<file path="src/sv/pctp_pkg.sv">
// shared types and constants of the piecewise cubic temperature profile
// no dependencies
`timescale 1ns / 1ps

package pctp_pkg;

  localparam int TW  = 16;   // temperature word
  localparam int ZW  = 17;   // clamped mixture fraction and fraction registers
  localparam int MW  = 32;   // line slopes
  localparam int RW  = 34;   // blend reciprocal
  localparam int CW  = 42;   // cubic coefficients
  localparam int IW  = 20;   // input mixture fraction
  localparam int SLW = 24;   // output slope
  localparam int CIW = 3;    // config index
  localparam int CDW = 17;   // config data

  localparam logic [ZW-1:0] ONE_Z = 17'h10000;

  localparam logic [1:0] BR_LEFT  = 2'd0;
  localparam logic [1:0] BR_BLEND = 2'd1;
  localparam logic [1:0] BR_RIGHT = 2'd2;

  typedef struct packed {
    logic [TW-1:0]        tu;
    logic signed [MW-1:0] m1;
    logic signed [MW-1:0] m2;
    logic [RW-1:0]        recip;
    logic signed [CW-1:0] c0;
    logic signed [CW-1:0] c1;
    logic signed [CW-1:0] c2;
    logic signed [CW-1:0] c3;
    logic                 bad;
  } coef_t;

  typedef struct packed {
    logic [ZW-1:0] a;
    logic [ZW-1:0] b;
  } bounds_t;

  typedef struct packed {
    logic [1:0]    br;
    logic [ZW-1:0] x;
  } mq_word_t;

endpackage

</file>
<file path="src/sv/pctp_front.sv">
// front end: clamps and classifies each mixture fraction word
// holds the short queue toward the evaluator; depends on pctp_pkg
`timescale 1ns / 1ps

module pctp_front (
  input  logic                          clk,
  input  logic                          rst_n,
  input  logic                          in_push,
  input  logic signed [pctp_pkg::IW-1:0] in_z,
  output logic                          in_full,
  input  logic                          busy,
  input  pctp_pkg::bounds_t             bnd,
  output logic                          mq_empty,
  output pctp_pkg::mq_word_t            mq_head,
  input  logic                          mq_pop
);

  pctp_pkg::mq_word_t mq_r [4];
  logic [1:0] wp_r, rp_r;
  logic [2:0] cnt_r;
  logic [pctp_pkg::ZW-1:0] zc;
  pctp_pkg::mq_word_t wd;
  logic push_ok;

  always_comb begin
    if (in_z[pctp_pkg::IW-1]) zc = '0;
    else if (in_z > $signed(20'sd65536)) zc = pctp_pkg::ONE_Z;
    else zc = in_z[pctp_pkg::ZW-1:0];
    if (zc < bnd.a) begin
      wd.br = pctp_pkg::BR_LEFT;
      wd.x  = zc;
    end else if (zc < bnd.b) begin
      wd.br = pctp_pkg::BR_BLEND;
      wd.x  = zc - bnd.a;
    end else begin
      wd.br = pctp_pkg::BR_RIGHT;
      wd.x  = pctp_pkg::ONE_Z - zc;
    end
  end

  assign in_full  = busy || (cnt_r == 3'd4);
  assign push_ok  = in_push && !in_full;
  assign mq_empty = (cnt_r == 3'd0);
  assign mq_head  = mq_r[rp_r];

  always_ff @(posedge clk) begin
    if (push_ok) mq_r[wp_r] <= wd;
  end

  always_ff @(posedge clk) begin
    if (!rst_n) begin
      wp_r  <= '0;
      rp_r  <= '0;
      cnt_r <= '0;
    end else begin
      if (push_ok) wp_r <= wp_r + 2'd1;
      if (mq_pop) rp_r <= rp_r + 2'd1;
      cnt_r <= cnt_r + {2'b0, push_ok} - {2'b0, mq_pop};
    end
  end

endmodule

</file>
<file path="config.mk">
export PLATFORM = sky130hd
export DESIGN_NAME = pctp_front
export DESIGN_NICKNAME = d
export VERILOG_FILES = /design/src/sv/pctp_pkg.sv /design/src/sv/pctp_front.sv
export SDC_FILE = /design/constraint.sdc
export NUM_CORES = 1
export LEC_CHECK = 0
export ABC_AREA = 1
export BUFFER_PORTS_ARGS = -buffer_cell sky130_fd_sc_hd__buf_2
export CAP_MARGIN = 5
export CORE_MARGIN = 2
export CORE_UTILIZATION = 38
export CTS_CLUSTER_DIAMETER = 150
export CTS_CLUSTER_SIZE = 24
export DETAILED_ROUTE_END_ITERATION = 8
export PLACE_DENSITY = 0.64
export SETUP_SLACK_MARGIN = 0.05
export SYNTH_ARGS = -nofsm -noshare
export SYNTH_HDL_FRONTEND = slang
export SYNTH_SLANG_ARGS = --single-unit
</file>
<file path="constraint.sdc">
create_clock -name clk -period 9.4 [get_ports clk]
set_input_delay 1.88 -clock clk [delete_from_list [all_inputs] [get_ports clk]]
set_output_delay 1.88 -clock clk [all_outputs]
set_load 0.1 [all_outputs]
</file>
=== Word level (Yosys, flattened, before mapping) ===
Memory sizes are Yosys's and may differ from the RTL's. A register that Yosys moved wholly into a read port is not among the register bits.
Cells that the tools add are included.

* Bits in registers: 7
* Bits in latches: 0
* RAM bits: 76
* Memory bits (read-only): 0
* Input port bits: 59
* Word-level logic and storage cells: 26
* Memories kept: 1

* Add/sub/neg operators: 6
* Multiply operators: 0
* Divide/modulo/power cells: 0
* Magnitude comparators: 3
* Equality and inequality tests: 1
* Shift-type cells: 0
* Muxes and demuxes: 8
* Bitwise gates (word level): 0
* Reductions and logical operators: 4

{| class="wikitable"
|+ Memory list
! memory !! depth !! bits a word !! read ports !! clocked after Yosys merged registers in !! write ports !! line !! source
|-
| mq_r || 4 || 19 || 1 || 1 || 1 || pctp_front.sv:18 || <nowiki>pctp_pkg::mq_word_t mq_r [4];</nowiki>
|}

{| class="wikitable"
|+ Operators with widths
! kind !! number
|-
| 2-to-1 mux 19 bit || 2
|-
| less-than comparator 17 bit || 2
|-
| 2-to-1 mux 17 bit || 2
|-
| greater-than comparator 20 x 18 -> 1 bit, second input constant || 1
|-
| subtractor 17 bit || 1
|-
| subtractor 17 bit, first input constant || 1
|-
| adder 2 x 1 -> 2 bit, second input constant || 2
|-
| 2-to-1 mux 2 bit || 2
|-
| adder 3 x 1 -> 3 bit || 1
|-
| == test 3 bit, second input constant || 1
|-
| logical NOT 3 bit || 1
|-
| subtractor 3 x 1 -> 3 bit || 1
|-
| 2-to-1 mux 1 bit || 2
|-
| logical AND 1 bit || 1
|-
| logical NOT 1 bit || 1
|-
| logical OR 1 bit || 1
|}

=== Depth between registers and ports, before layout ===
* Depth after elaboration: 6
* Depth in mapped cells: 22
* Gate-level depth less buffers: 22

=== Least setup slack after synthesis ===
Ideal clock, no wire load.

* Kind: input -> register
* Start point: input port in_z[19] (netlist name)
* End point: memory mq_r[0][10] (netlist name), data pin
* Setup time: 0.260 ns
* Arrival time: 4.309 ns
* Data required time: 9.140 ns
* Slack: 4.831 ns
* Stages on the path: 20
* Buffers on the path: 3
* Cells stage by stage: buf_6 nor2_8 nand2_2 nor2_2 nand3_2 nand2_4 buf_6 nand2_2 nor2_1 ha_1 nand2_1 nor3_1 nand2_1 nor3_1 nor2_2 buf_2 a21oi_2 nand3_1 nand2_1 nor2_1

{| class="wikitable"
|+ RTL lines
! what !! line !! source
|-
| start: declaration || pctp_front.sv:9 || <nowiki>input logic signed [pctp_pkg::IW-1:0] in_z,</nowiki>
|-
| end: declaration || pctp_front.sv:18 ||
|}

==> results.txt <==
Outcome: completed
CP peak stage delay: 0.47 ns
First-pass GRT wire length: 21800 um
CTS sink count: 85
CTS root buffer: clkbuf_16
Cell taking the most area after synthesis: edfxtp_1
Core footprint: 0.0145 mm^2
Post-synth top area share: 0.402
Area contributors post-synth: edfxtp_1 40%, ha_1 8.8%, nand2_1 8.0%
Post-synthesis cell type count: 36
Min-delay src: rp_r[1]
Critical path launch point type: primary input
Filler instances: 1472
Max cap viols: 0
Clk_skew: 0.00672 ns
Static leakage: 3.10 nW
Post-Syn Instances: 692
Die width: 126 um
GPL Wtd Cong: 0.892
Worst Path Arrival: 5.68 ns
# DRC: 0
Antenna violations before repair: 0
Endpoint class of the critical path: register
Vias: 4704
Worst-Margin Slew: 1.11 ns
Ys flop type: edfxtp_1
Insertion delay to the later sink of the worst-skew pair: 0.33 ns
Unrepaired setup endpoints after global routing: no
Die height: 126 um
Post-DRT Antenna Nets: 0
Cell internal pwr: 0.000720 W
PwrDens: 173 mW/mm^2
CP Buf/Inv Count: 3
Seq/Total Area, Yosys: 0.434
Area Growth Syn to Fin: 14.9%
Die area: 0.0159 mm^2
Sequential Power Share: 0.404
VDD IR-drop max: 0.101 mV
Top-count cell post-synth: nand2_1
FMAX: 180 MHz
Vias in the first global route: 4475
Syn_area_per_cell: 8.19 um^2
TritonCTS clock tree: built
Final Setup Violations: 0
Clk pwr share: 0.286
WP data required: 9.54 ns
Clock transition at path regs: 0.06 ns
Post-synth ARST share: 0
Total CTS buffers: 9
Most frequent cell on the critical path: nor2_1
End-of-flow core utilization: 0.448
Share of post-route cells with drive strength above 1: 0.159
Final net count: 870
Routed WL per cell: 14.2 um
Num ports: 80
Tot Pwr: 0.00113 W
Cts hold-fix bufs: 0
Slew HR: 0.260
Synth cell count leaders: 121 x nand2_1, 105 x inv_1, 95 x nor2_1
GRT Total Usage: 0.172
Port bufs: 79
Min Hold Slack: 0.436 ns
Drt first pass iters: 5
Combinational power share: 0.310
Final wirelength: 13600 um
Crit path max fanout: 26
Sw Ratio: 0.361
Slew Viols, Final: 0
Register bit total from synthesis: 85
Global route overflow: 0
Critical setup path kind: in -> reg
Hold crit path type: reg -> reg
Final Hold Violating Endpoints: 0
Vias/cell: 4.91
Crit-path slowest cell: nor2_2
Fin crit share: 0.590
Largest net degree at the start of global routing: 40
EDFF count, synth: 76
Switching power: 0.000407 W
Synthesized Nets: 793
Number of gates resized after cts: 0
Max Buffers Root-to-Sink: 2
Number of setup buffers added after CTS: 0
Final HPWL DP: 10100 um
Antenna diode count: 0
Rows: 44
Clock H-tree levels: 3
Worst Setup SP: in_z[19]
YS warnings: 0
Min Tclk post-route: 5.54 ns
Reg-to-reg critical path startpoint: cnt_r[1]
Top delay family on crit path: simple AND/OR/NAND/NOR gates
Cell Area, Synth: 0.00567 mm^2
Starting density of the core: 0.390
Iteration-0 DRC count of the detailed router: 480
Total Neg Setup Slack: 0 ns
CP Cell Sequence: buf_2 > nor2_8 > nand2_2 > nor2_2 > nand3_2 > nand2_4 > nand2_2 > nor2_1 > ha_1 > nand2_1 > nor2_1 > inv_1 > nor2_1 > o21bai_1 > nand3_1 > nor2_2 > inv_1 > nand2_1 > o21ai_1 > nor2_1
==> metrics by stage <==
| step | area [um^2] | worst slack [ns] | cells |
|---|---|---|---|
| after floorplan | 5670 | 4.83 | 692 |
| after global placement | 6240 | 3.68 | 942 |
| after detailed placement | 6240 | 3.60 | 942 |
| after CTS | 6520 | 3.94 | 958 |
| after global routing | 6520 | 3.58 | 958 |
| final | 6520 | 3.86 | 958 |
==> cell usage in the layout (no fill, tap or decap), types with 8 or more instances in the layout <==
| cell | instances |
|---|---|
| a21oi_1 | 32 |
| buf_2 | 79 |
| clkbuf_16 | 9 |
| dfxtp_1 | 9 |
| edfxtp_1 | 76 |
| ha_1 | 40 |
| inv_1 | 105 |
| nand2_1 | 121 |
| nand3_1 | 36 |
| nor2_1 | 95 |
| nor3_1 | 8 |
| o21ai_0 | 54 |
| o21ai_1 | 14 |
| o22ai_1 | 20 |
| xor2_1 | 13 |
==> layout make-up <==
type / instances / area [um^2] / area share
clock buffer: 13 / 260 / 0.0399
clock inverter: 3 / 17.5 / 0.00269
inverter: 107 / 402 / 0.0616
multi-input combinational: 482 / 2710 / 0.416
sequential: 85 / 2460 / 0.378
tap: 184 / 230 / 0.0353
timing repair buffer: 84 / 433 / 0.0664
==> power groups by stage <==
stage          clock (W)  combinational (W)  sequential [W]
2_1_floorplan          0           0.000278        0.000460
3_3_place_gp           0           0.000347        0.000463
3_5_place_dp           0           0.000348        0.000463
4_1_cts         0.000329           0.000349        0.000455
5_1_grt         0.000345           0.000379        0.000458
6_report        0.000323           0.000349        0.000455
==> final timing paths <==
check	depth (start not counted)	slack, ns	to
worst max register to register	11	7.17	cnt_r[2]
worst max-delay path	20	3.86	mq_r[0][9]
worst min register to register	1	0.44	rp_r[1]
worst min-delay path	1	0.44	rp_r[1]
==> metal layers <==
layer  GRT usage  routed length (um)
met5           0                   0
met1       0.230                6480
met2       0.288                6330
met3      0.0276                 580
met4      0.0530                 169
==> registers in the layout, summed over array words and instances (netlist names), named ones only <==
signal / cells
rp_r: 2
cnt_r: 3
wp_r: 2
mq_r: 76
==> cells by family (layout without fill, tap and decap cells) <==
family                     after synthesis  after routing  share of synthesized area
buffers and inverters                  125            207                     0.0876
adders and majority gates               42             42                     0.0953
xor gates and xnor gates                16             16                     0.0247
AOI/OAI and AO/OA                      141            141                      0.141
and+or+nand+nor                        283            283                      0.217
DFF                                     85             85                      0.434
Note: power is estimated with default switching activity, not from simulation.
