===== src/sv/pctp_pkg.sv =====
// shared types and constants of the piecewise cubic temperature profile
// no dependencies
`timescale 1ns / 1ps

package pctp_pkg;

  localparam int TW  = 16;   // temperature word
  localparam int ZW  = 17;   // clamped mixture fraction and fraction registers
  localparam int MW  = 32;   // line slopes
  localparam int RW  = 34;   // blend reciprocal
  localparam int CW  = 42;   // cubic coefficients
  localparam int IW  = 20;   // input mixture fraction
  localparam int SLW = 24;   // output slope
  localparam int CIW = 3;    // config index
  localparam int CDW = 17;   // config data

  localparam logic [ZW-1:0] ONE_Z = 17'h10000;

  localparam logic [1:0] BR_LEFT  = 2'd0;
  localparam logic [1:0] BR_BLEND = 2'd1;
  localparam logic [1:0] BR_RIGHT = 2'd2;

  typedef struct packed {
    logic [TW-1:0]        tu;
    logic signed [MW-1:0] m1;
    logic signed [MW-1:0] m2;
    logic [RW-1:0]        recip;
    logic signed [CW-1:0] c0;
    logic signed [CW-1:0] c1;
    logic signed [CW-1:0] c2;
    logic signed [CW-1:0] c3;
    logic                 bad;
  } coef_t;

  typedef struct packed {
    logic [ZW-1:0] a;
    logic [ZW-1:0] b;
  } bounds_t;

  typedef struct packed {
    logic [1:0]    br;
    logic [ZW-1:0] x;
  } mq_word_t;

endpackage


===== src/sv/pctp_cfg.sv =====
// configuration registers and coefficient sequencer
// shared restoring divider and one multiplier; depends on pctp_pkg
`timescale 1ns / 1ps

module pctp_cfg (
  input  logic                       clk,
  input  logic                       rst_n,
  input  logic                       cfg_we,
  input  logic [pctp_pkg::CIW-1:0]   cfg_index,
  input  logic [pctp_pkg::CDW-1:0]   cfg_wdata,
  output logic                       busy,
  output pctp_pkg::coef_t            coef,
  output pctp_pkg::bounds_t          bnd
);

  localparam logic [2:0] REG_TU = 3'd0;
  localparam logic [2:0] REG_TP = 3'd1;
  localparam logic [2:0] REG_ZS = 3'd2;
  localparam logic [2:0] REG_BS = 3'd3;
  localparam logic [2:0] REG_BE = 3'd4;

  localparam logic [3:0] ST_IDLE  = 4'd0;
  localparam logic [3:0] ST_CHECK = 4'd1;
  localparam logic [3:0] ST_DIV   = 4'd2;
  localparam logic [3:0] ST_MUL   = 4'd3;
  localparam logic [3:0] ST_PAB   = 4'd4;
  localparam logic [3:0] ST_D     = 4'd5;
  localparam logic [3:0] ST_E     = 4'd6;
  localparam logic [3:0] ST_RND   = 4'd7;

  localparam logic [1:0] DIV_M1 = 2'd0;
  localparam logic [1:0] DIV_M2 = 2'd1;
  localparam logic [1:0] DIV_RC = 2'd2;

  localparam logic [2:0] MUL_PA = 3'd0;
  localparam logic [2:0] MUL_PB = 3'd1;
  localparam logic [2:0] MUL_E1 = 3'd2;
  localparam logic [2:0] MUL_T2 = 3'd3;
  localparam logic [2:0] MUL_T3 = 3'd4;

  localparam logic [16:0] ONE_Z_EXT = pctp_pkg::ONE_Z;

  logic [15:0] tu_r, tp_r;
  logic [16:0] zs_r, a_r, b_r;
  logic [3:0]  st_r;
  logic [1:0]  dsel_r;
  logic [5:0]  dcnt_r;
  logic [16:0] rem_r;
  logic [33:0] quo_r;
  logic [16:0] dvs_r;
  logic        dneg_r;
  logic [2:0]  msel_r;
  logic signed [31:0] m1_r, m2_r;
  logic [33:0] recip_r;
  logic signed [55:0] pa_r, pb_r, e1_r, t2_r, t3_r, d_r;
  logic signed [55:0] e_r [4];
  logic signed [41:0] c_r [4];
  logic        bad_r;

  logic signed [16:0] dt;
  logic [16:0] dt_abs;
  logic signed [17:0] den2;
  logic [17:0] den2_abs;
  logic [16:0] h;
  logic        degen;
  logic [18:0] tr;
  logic        tr_ok;
  logic [33:0] q_fin;
  logic [30:0] q_sat;
  logic signed [31:0] m_val;
  logic [33:0] dvd1, dvd2;
  logic signed [33:0] mul_a;
  logic signed [18:0] mul_b;
  logic signed [52:0] mul_p;
  logic signed [55:0] prod;
  logic signed [55:0] tu56;

  function automatic logic signed [41:0] rcoef(input logic signed [55:0] e);
    logic [55:0] mg;
    logic [56:0] sm;
    logic [48:0] r;
    logic [40:0] rc;
    mg = e[55] ? 56'(-e) : 56'(e);
    sm = {1'b0, mg} + 57'd128;
    r  = sm[56:8];
    rc = (r > 49'h100_0000_0000) ? 41'h100_0000_0000 : r[40:0];
    return e[55] ? -$signed({1'b0, rc}) : $signed({1'b0, rc});
  endfunction

  always_comb begin
    dt       = $signed({1'b0, tp_r}) - $signed({1'b0, tu_r});
    dt_abs   = dt[16] ? 17'(-dt) : 17'(dt);
    den2     = $signed({1'b0, ONE_Z_EXT}) - $signed({1'b0, zs_r});
    den2_abs = den2[17] ? 18'(-den2) : 18'(den2);
    h        = b_r - a_r;
    degen    = (zs_r == 17'd0) || (zs_r == pctp_pkg::ONE_Z) || (a_r >= b_r);
    tr       = {1'b0, rem_r, quo_r[33]} - {2'b0, dvs_r};
    tr_ok    = !tr[18];
    q_fin    = {quo_r[32:0], tr_ok};
    q_sat    = (q_fin > 34'h7FFF_FFFF) ? 31'h7FFF_FFFF : q_fin[30:0];
    m_val    = dneg_r ? -$signed({1'b0, q_sat}) : $signed({1'b0, q_sat});
    dvd1     = {1'b0, dt_abs, 16'b0} + {18'b0, zs_r[16:1]};
    dvd2     = {1'b0, dt_abs, 16'b0} + {17'b0, den2_abs[17:1]};
    tu56     = $signed({24'b0, tu_r, 16'b0});
    case (msel_r)
      MUL_PA: begin
        mul_a = 34'(m1_r);
        mul_b = $signed({2'b0, a_r});
      end
      MUL_PB: begin
        mul_a = 34'(m2_r);
        mul_b = $signed({2'b0, pctp_pkg::ONE_Z}) - $signed({2'b0, b_r});
      end
      MUL_E1: begin
        mul_a = 34'(m1_r);
        mul_b = $signed({2'b0, h});
      end
      MUL_T2: begin
        mul_a = (34'(m1_r) <<< 1) - 34'(m2_r);
        mul_b = $signed({2'b0, h});
      end
      MUL_T3: begin
        mul_a = 34'(m1_r) - 34'(m2_r);
        mul_b = $signed({2'b0, h});
      end
      default: begin
        mul_a = '0;
        mul_b = '0;
      end
    endcase
    mul_p = mul_a * mul_b;
    prod  = 56'(mul_p);
  end

  always_ff @(posedge clk) begin
    if (!rst_n) begin
      tu_r   <= 16'd4800;
      tp_r   <= 16'd33600;
      zs_r   <= 17'd3604;
      a_r    <= 17'd1802;
      b_r    <= 17'd7209;
      st_r   <= ST_CHECK;
      dsel_r <= DIV_M1;
      dcnt_r <= 6'd0;
      msel_r <= MUL_PA;
      bad_r  <= 1'b0;
    end else begin
      case (st_r)
        ST_CHECK: begin
          if (degen) begin
            m1_r    <= '0;
            m2_r    <= '0;
            recip_r <= '0;
            for (int i = 0; i < 4; i++) c_r[i] <= '0;
            bad_r   <= 1'b1;
            st_r    <= ST_IDLE;
          end else begin
            bad_r  <= 1'b0;
            dsel_r <= DIV_M1;
            dcnt_r <= 6'd0;
            rem_r  <= '0;
            quo_r  <= dvd1;
            dvs_r  <= zs_r;
            dneg_r <= dt[16];
            st_r   <= ST_DIV;
          end
        end
        ST_DIV: begin
          rem_r  <= tr_ok ? tr[16:0] : {rem_r[15:0], quo_r[33]};
          quo_r  <= q_fin;
          dcnt_r <= dcnt_r + 6'd1;
          if (dcnt_r == 6'd33) begin
            dcnt_r <= 6'd0;
            rem_r  <= '0;
            case (dsel_r)
              DIV_M1: begin
                m1_r   <= m_val;
                dsel_r <= DIV_M2;
                quo_r  <= dvd2;
                dvs_r  <= den2_abs[16:0];
                dneg_r <= dt[16] ^ den2[17];
              end
              DIV_M2: begin
                m2_r   <= m_val;
                dsel_r <= DIV_RC;
                quo_r  <= 34'h2_0000_0000;
                dvs_r  <= h;
              end
              default: begin
                recip_r <= q_fin;
                msel_r  <= MUL_PA;
                st_r    <= ST_MUL;
              end
            endcase
          end
        end
        ST_MUL: begin
          case (msel_r)
            MUL_PA:  pa_r <= prod;
            MUL_PB:  pb_r <= prod;
            MUL_E1:  e1_r <= prod;
            MUL_T2:  t2_r <= prod;
            default: t3_r <= prod;
          endcase
          msel_r <= msel_r + 3'd1;
          if (msel_r == MUL_T3) st_r <= ST_PAB;
        end
        ST_PAB: begin
          pa_r <= tu56 + pa_r;
          pb_r <= tu56 + pb_r;
          st_r <= ST_D;
        end
        ST_D: begin
          d_r  <= pb_r - pa_r;
          st_r <= ST_E;
        end
        ST_E: begin
          e_r[0] <= pa_r;
          e_r[1] <= e1_r;
          e_r[2] <= (d_r <<< 1) + d_r - t2_r;
          e_r[3] <= t3_r - (d_r <<< 1);
          st_r   <= ST_RND;
        end
        ST_RND: begin
          for (int i = 0; i < 4; i++) c_r[i] <= rcoef(e_r[i]);
          st_r <= ST_IDLE;
        end
        default: st_r <= ST_IDLE;
      endcase
      if (cfg_we) begin
        case (cfg_index)
          REG_TU:  tu_r <= cfg_wdata[15:0];
          REG_TP:  tp_r <= cfg_wdata[15:0];
          REG_ZS:  zs_r <= cfg_wdata;
          REG_BS:  a_r  <= cfg_wdata;
          REG_BE:  b_r  <= cfg_wdata;
          default: ;
        endcase
        if (cfg_index <= REG_BE) st_r <= ST_CHECK;
      end
    end
  end

  assign busy       = (st_r != ST_IDLE);
  assign coef.tu    = tu_r;
  assign coef.m1    = m1_r;
  assign coef.m2    = m2_r;
  assign coef.recip = recip_r;
  assign coef.c0    = c_r[0];
  assign coef.c1    = c_r[1];
  assign coef.c2    = c_r[2];
  assign coef.c3    = c_r[3];
  assign coef.bad   = bad_r;
  assign bnd.a      = a_r;
  assign bnd.b      = b_r;

endmodule


===== config.mk =====
export PLATFORM = sky130hd
export DESIGN_NAME = pctp_cfg
export DESIGN_NICKNAME = d
export VERILOG_FILES = /design/src/sv/pctp_pkg.sv /design/src/sv/pctp_cfg.sv
export SDC_FILE = /design/constraint.sdc
export NUM_CORES = 2
export LEC_CHECK = 0
export BUFFER_PORTS_ARGS = -buffer_cell sky130_fd_sc_hd__buf_4
export CAP_MARGIN = 20
export CORE_ASPECT_RATIO = 1.2
export CORE_MARGIN = 2
export CORE_UTILIZATION = 65
export CTS_CLUSTER_DIAMETER = 40
export CTS_CLUSTER_SIZE = 28
export DETAILED_ROUTE_END_ITERATION = 10
export PLACE_DENSITY = 0.83
export RECOVER_POWER = 50
export REMOVE_ABC_BUFFERS = 1
export SLEW_MARGIN = 10
export SYNTH_ARGS = -nofsm -noshare
export SYNTH_HDL_FRONTEND = slang
export SYNTH_SLANG_ARGS = --single-unit

===== constraint.sdc =====
create_clock -name clk -period 20.3 [get_ports clk]
set_input_delay 1.015 -clock clk [delete_from_list [all_inputs] [get_ports clk]]
set_output_delay 1.015 -clock clk [all_outputs]
set_load 0.01 [all_outputs]

Word level (Yosys, flattened, before mapping)
Memory sizes are Yosys's and may differ from the RTL's.
Cells that the tools add are included.
{"block": "classes", "addsub": 32, "mul": 1, "magnitude_cmp": 7, "n_eq_ne": 27, "n_mux": 80, "n_bitwise": 6, "n_reduce_logical": 35}
{"operator": "$mux 42", "n": 8}
{"operator": "$mux 56", "n": 6}
{"operator": "$add 56x8->57 const B", "n": 4}
{"operator": "$neg 56->56", "n": 4}
{"operator": "$pmux 56 s2", "n": 2}
{"operator": "$pmux 34 s2", "n": 3}
{"operator": "$gt 49x41->1 const B", "n": 4}
{"operator": "$mux 32", "n": 6}
{"operator": "$mux 34", "n": 5}
{"operator": "$neg 41->42", "n": 4}
{"operator": "$mux 41", "n": 4}
{"operator": "$pmux 34 s4", "n": 1}
{"operator": "$pmux 32 s2", "n": 2}
{"operator": "$add 33x56->56", "n": 2}
{"operator": "$mux 17", "n": 6}
{"operator": "$pmux 17 s2", "n": 3}
{"operator": "$pmux 19 s3", "n": 1}
{"operator": "$add 56x56->56", "n": 1}
{"operator": "$sub 53x56->56", "n": 1}
{"operator": "$sub 56x53->56", "n": 1}
{"operator": "$sub 56x56->56", "n": 1}
{"operator": "$mul 34x19->53", "n": 1}
{"operator": "$sub 17x17->18 const A", "n": 2}
{"operator": "$add 33x16->34", "n": 1}
{"operator": "55 further kinds", "n": 115}
{"block": "totals", "ff_bits": 593, "ramBits": 392, "in_bits": 23, "out_inout_bits": 318, "elab_cells": 213, "mem_count": 2}
{"name": "e_r", "words": 4, "word_bits": 56, "rd": 4, "rd_ports_with_merged_regs": 0, "wr": 4, "line": "pctp_cfg.sv:56", "source": "logic signed [55:0] e_r [4];"}
{"name": "c_r", "words": 4, "word_bits": 42, "rd": 4, "rd_ports_with_merged_regs": 0, "wr": 4, "line": "pctp_cfg.sv:57", "source": "logic signed [41:0] c_r [4];"}

Logic depth before layout (Yosys ltp)
{"block": "logic_depth", "depth_word": 9, "ltp_mapped": 46, "mapped_depth_nobuf": 45}

Least setup slack after synthesis
No wires, ideal clock.
{"block": "synth_timing", "kind": "register to register", "from": "register a_r[1]", "to": "memory c_r[0][0], enable pin", "setup_ns": 0.928, "t_arrival_ns": 14.337, "required_ns": 19.372, "setup_slack_ns": 5.035, "path_stages_with_launch": 17, "path_buffers": 0, "synth_period_minus_slack_ns": 15.265, "path_cell_list": "dfxtp_1 -> inv_1 -> ha_1 -> nor2b_1 -> o21ai_0 -> a21boi_0 -> o21ai_0 -> a21boi_0 -> o21bai_1 -> a21boi_0 -> o21ai_0 -> a21boi_0 -> o211ai_1 -> a21oi_1 -> o21ai_0 -> a21oi_1 -> o21ai_0"}
{"element": "start, declared", "line": "pctp_cfg.sv:44", "source": "logic [16:0] zs_r, a_r, b_r;"}
{"element": "start signal, assigned", "line": "pctp_cfg.sv:235", "source": "REG_BS: a_r <= cfg_wdata;"}
{"element": "end, declared", "line": "pctp_cfg.sv:57"}

Worst setup path in the final report
{"block": "layout_timing", "from": "register msel_r[0]", "to": "register pb_r[50] (data pin)"}
{"block": "layout_between", "elab_chain_cells": 6, "word_cells_on_any_way": 12, "cone_classes": "mul (1); eq/ne (4); mux (4); reduce/logical (3)"}
{"element": "start, declared", "line": "pctp_cfg.sv:52", "source": "logic [2:0] msel_r;"}
{"element": "start signal, assigned", "line": "pctp_cfg.sv:205", "source": "msel_r <= msel_r + 3'd1;"}
{"element": "$eq 3x3->1 (tied with other cells)", "line": "pctp_cfg.sv:105", "source": "case (msel_r)"}
{"element": "$reduce_or 3->1 (no source line) / $reduce_or 2->1 (equally long branches)"}
{"element": "$pmux 19 s3 / $pmux 34 s4 (equally long branches)", "line": "pctp_cfg.sv:105"}
{"element": "$mul 34x19->53 *", "line": "pctp_cfg.sv:131", "source": "mul_p = mul_a * mul_b;"}
{"element": "net mul_p[50]", "line": "pctp_cfg.sv:74", "source": "logic signed [52:0] mul_p;"}
{"element": "$mux 56 *", "line": "pctp_cfg.sv:198", "source": "case (msel_r)"}
{"element": "$pmux 56 s2 *", "line": "pctp_cfg.sv:148", "source": "case (st_r)"}
{"element": "end signal, assigned", "line": "pctp_cfg.sv:200", "source": "MUL_PB: pb_r <= prod;"}
{"element": "end signal, assigned", "line": "pctp_cfg.sv:210", "source": "pb_r <= tu56 + pb_r;"}
{"element": "end, declared", "line": "pctp_cfg.sv:55", "source": "logic signed [55:0] pa_r, pb_r, e1_r, t2_r, t3_r, d_r;"}
The timed path passes the listed nets; every way through them passes the cells marked *. The select of a mux whose other input is x is not followed.
A chain may end at the register's enable or synchronous reset.

==> results.sh <==
export IMPL_cts_hold_buf=0
export IMPL_pwr_share_clk_pct=20.4
export IMPL_final_common_cell="nand2_1"
export IMPL_max_cap_viol_count=14
export IMPL_firstDrtPassIters=9
export IMPL_path_max_fanout=33
export IMPL_fmax_mhz=79.9
export IMPL_p_leak_nw=40.1
export IMPL_p_int_mw=5.69
export IMPL_synthSimpleGateAreaFrac_pct=18.6
export IMPL_layout_cells_most_common_list="nand2_1, inv_1, nor2_1"
export IMPL_required_ns=20.74
export IMPL_path_delay_family="adder cells"
export IMPL_yosys_top_cells_area="edfxtp_1, fa_1, ha_1, xnor2_1, nand2_1"
export IMPL_core_area_sq_um=143000
export IMPL_synth_top_family_by_area="adder cells"
export IMPL_final_period_utilization_pct=61.6
export IMPL_drt_initial_drc_count=7812
export IMPL_critPathLaunchType="flop"
export IMPL_power_density_nw_per_um2=101
export IMPL_grt_pass1_wl_mm=446
export IMPL_synthCells=10337
export IMPL_synthMuxAreaShare_pct=0.562
export IMPL_status="finished, violations left"
export IMPL_yosysUniqueCellTypes=118
export IMPL_fin_nets=11633
export IMPL_startpoint="msel_r[0]"
export IMPL_tightest_slew_ns=3.67
export IMPL_vias=79780
export IMPL_antenna_found_initial=9
export IMPL_seqPwrFrac_pct=29.3
export IMPL_cts_tree="yes"
export IMPL_area_growth_pct=7.34
export IMPL_fin_skew_ns=0.0601
export IMPL_reg2reg_from="msel_r[0]"
export IMPL_dp_cells=12259
export IMPL_yosysTopAreaCell="edfxtp_1"
export IMPL_fin_tns_setup_ns=0
export IMPL_slowest_delay_ns=1.27
export IMPL_period_minus_slack_ns=12.51
export IMPL_setup_violations=0
export IMPL_violations="max-capacitance violations, max-slew violations"
export IMPL_htree_num_levels=3
export IMPL_rsz0062_at_grt="no"
export IMPL_ant_nets=0
export IMPL_critPathKind="reg -> reg"
export IMPL_num_io_pins=341
export IMPL_cts_setup_buffers=0
export IMPL_routed_wl_mm=289
export IMPL_ys_warn_count=0
export IMPL_grt_max_degree=93
export IMPL_p_sw_share_pct=44.0
export IMPL_wire_per_inst_microns=23.2
export IMPL_synth_edf_count=883
export IMPL_synth_fa_ha_area_share_pct=21.1
export IMPL_seq_area_frac_synth_pct=30.5
export IMPL_io_buffers=340
export IMPL_grtUsageTotal_pct=39.3
export IMPL_cts_buffers=105
export IMPL_critical_path_arrival_ns=12.95
export IMPL_syn_area_sq_um=93500
export IMPL_die_height_microns=419
export IMPL_viasPerCell=6.40
export IMPL_start_util_pct=65.4
export IMPL_avgSynthCellArea_sq_um=9.05
export IMPL_critPathSlowestCell="clkbuf_1"
export IMPL_peakVddDrop_v=0.000182
export IMPL_drc=0
export IMPL_rows=152
export IMPL_cts_sinks=982
export IMPL_cts_resized=0
export IMPL_clockBufferDepth=3
export IMPL_grt_pass1_vias=79573
export IMPL_hp_start="e1_r[10]"
export IMPL_layout_drive_gt1_share_pct=4.85
export IMPL_slew_headroom_pct=-145
export IMPL_end_kind="flop"
export IMPL_path_buf_inv=8
export IMPL_synth_ff_type="edfxtp_1"
export IMPL_dp_hpwl_mm=228
export IMPL_gp_congestion=1.04
export IMPL_pwr_share_comb_pct=50.4
export IMPL_dieArea_sq_um=147000
export IMPL_hp_class="reg -> reg"
export IMPL_clk_latency_ns=0.77
export IMPL_gr_total_overflow=0
export IMPL_ys_ff_latch=982
export IMPL_hold_viol=0
export IMPL_cts_root_buf="clkbuf_16"
export IMPL_yosys_area_top_type_share_pct=28.4
export IMPL_path_clk_slew_ns=0.07
export IMPL_synth_xor_area_share_pct=7.89
export IMPL_layout_cells_non_filler=12470
export IMPL_async_reset_ff_share_pct=0
export IMPL_synth_compound_area_share_pct=15.0
export IMPL_drv_slew=710
export IMPL_switchingPower_mw=4.47
export IMPL_die_width_microns=350
==> through the flow <==
| stage | area, sq um | hold WS (ns) | util [%] | setup WS (ns) | total power, mW |
|---|---|---|---|---|---|
| after floorplan | 91700 | 0.400 | - | 5.03 | 6.00 |
| after global placement | 97700 | 0.400 | 68.3 | 8.34 | 7.69 |
| after detailed placement | 97700 | 0.405 | 68.3 | 8.02 | 7.94 |
| after CTS | 102000 | 0.423 | 71.0 | 7.89 | 10.0 |
| after global routing | 100000 | 0.430 | 70.2 | 7.00 | 10.6 |
| final | 100000 | 0.421 | 70.2 | 7.79 | 10.2 |
==> cells in the mapped netlist (all sizes together) (35+ instances only) <==
library cell  number
a21o             153
dfxtp             99
a21boi            45
nor2b            108
a31oi             83
or3              126
nor3             223
a21oi            567
a22oi             44
nand3            236
o211ai            58
nor4             120
or4               55
xor2             296
and2              85
xnor2            546
inv             1119
nand2b           109
edfxtp           883
o41ai             51
clkbuf           382
nand2           1175
o21bai            35
fa               689
and3             123
nor2             925
nand4             91
buf               69
o31a              35
or2               75
o21a              78
o21ai            449
ha               474
o31ai            126
mux2i             39
a211oi            57
==> logic make-up after synthesis <==
group                      after synthesis
xor gates and xnor gates               842
and+or+nand+nor                       3606
DFF                                    982
buffers and inverters                 1571
muxes                                   50
AOI/OAI and AO/OA                     2122
adders and majority gates             1163
other                                    1
==> flip-flops by register name, indices dropped and copies added, names as in the netlist, 4 cells and up <==
signal	count
m1_r	32
tu_r	16
zs_r	17
pb_r	56
d_r	56
t3_r	53
e_r	221
dvs_r	17
dcnt_r	6
c_r	168
m2_r	32
a_r	17
quo_r	34
e1_r	53
b_r	17
st_r	4
recip_r	34
pa_r	56
tp_r	16
t2_r	53
rem_r	17
==> cell type report <==
class	count	area, sq um
Antenna cell	7	17.5
Sequential cell	982	28500
Timing Repair Buffer	454	2180
Multi-Input combinational cell	7784	59200
Tap cell	1925	2410
Clock buffer	111	2690
Clock inverter	87	1140
Inverter	1120	4200
Fill cell	11345	42700
==> worst register-to-register path: cells and delay by family (launching register included) <==
kind	cells	cell delay [ns]
DFF	1	0.36
buffers and inverters	8	1.82
AOI/OAI and AO/OA	9	2.99
xor gates and xnor gates	1	0.19
adders and majority gates	9	3.96
and+or+nand+nor	8	2.89
==> routing by layer <==
metal  track usage, %  routed length, microns  vias up
met5                0                      29        -
met4             30.6                   26900        4
met3             7.03                   25600     1130
met2             65.6                  136000     4134
met1             44.7                  101000    38331
li1                 -                       -    36181
==> power by group through the flow <==
stage | Sequential [mW] | Clock [mW] | Combinational, mW
global placement | 3.02 | 0 | 4.68
detailed placement | 3.01 | 0 | 4.93
CTS | 2.97 | 2.08 | 4.98
floorplan | 3.01 | 0 | 2.99
global route | 2.97 | 2.15 | 5.51
finish | 2.97 | 2.07 | 5.12
==> path summary, 6_finish.rpt <==
kind	slack, ns	endpoint	depth (start not counted)
min	0.42	e_r[1][10]	0
min reg2reg	0.42	e_r[1][10]	0
max	7.79	pb_r[50]	35
max reg2reg	7.79	pb_r[50]	35
Note: power is estimated with default switching activity, not from simulation.
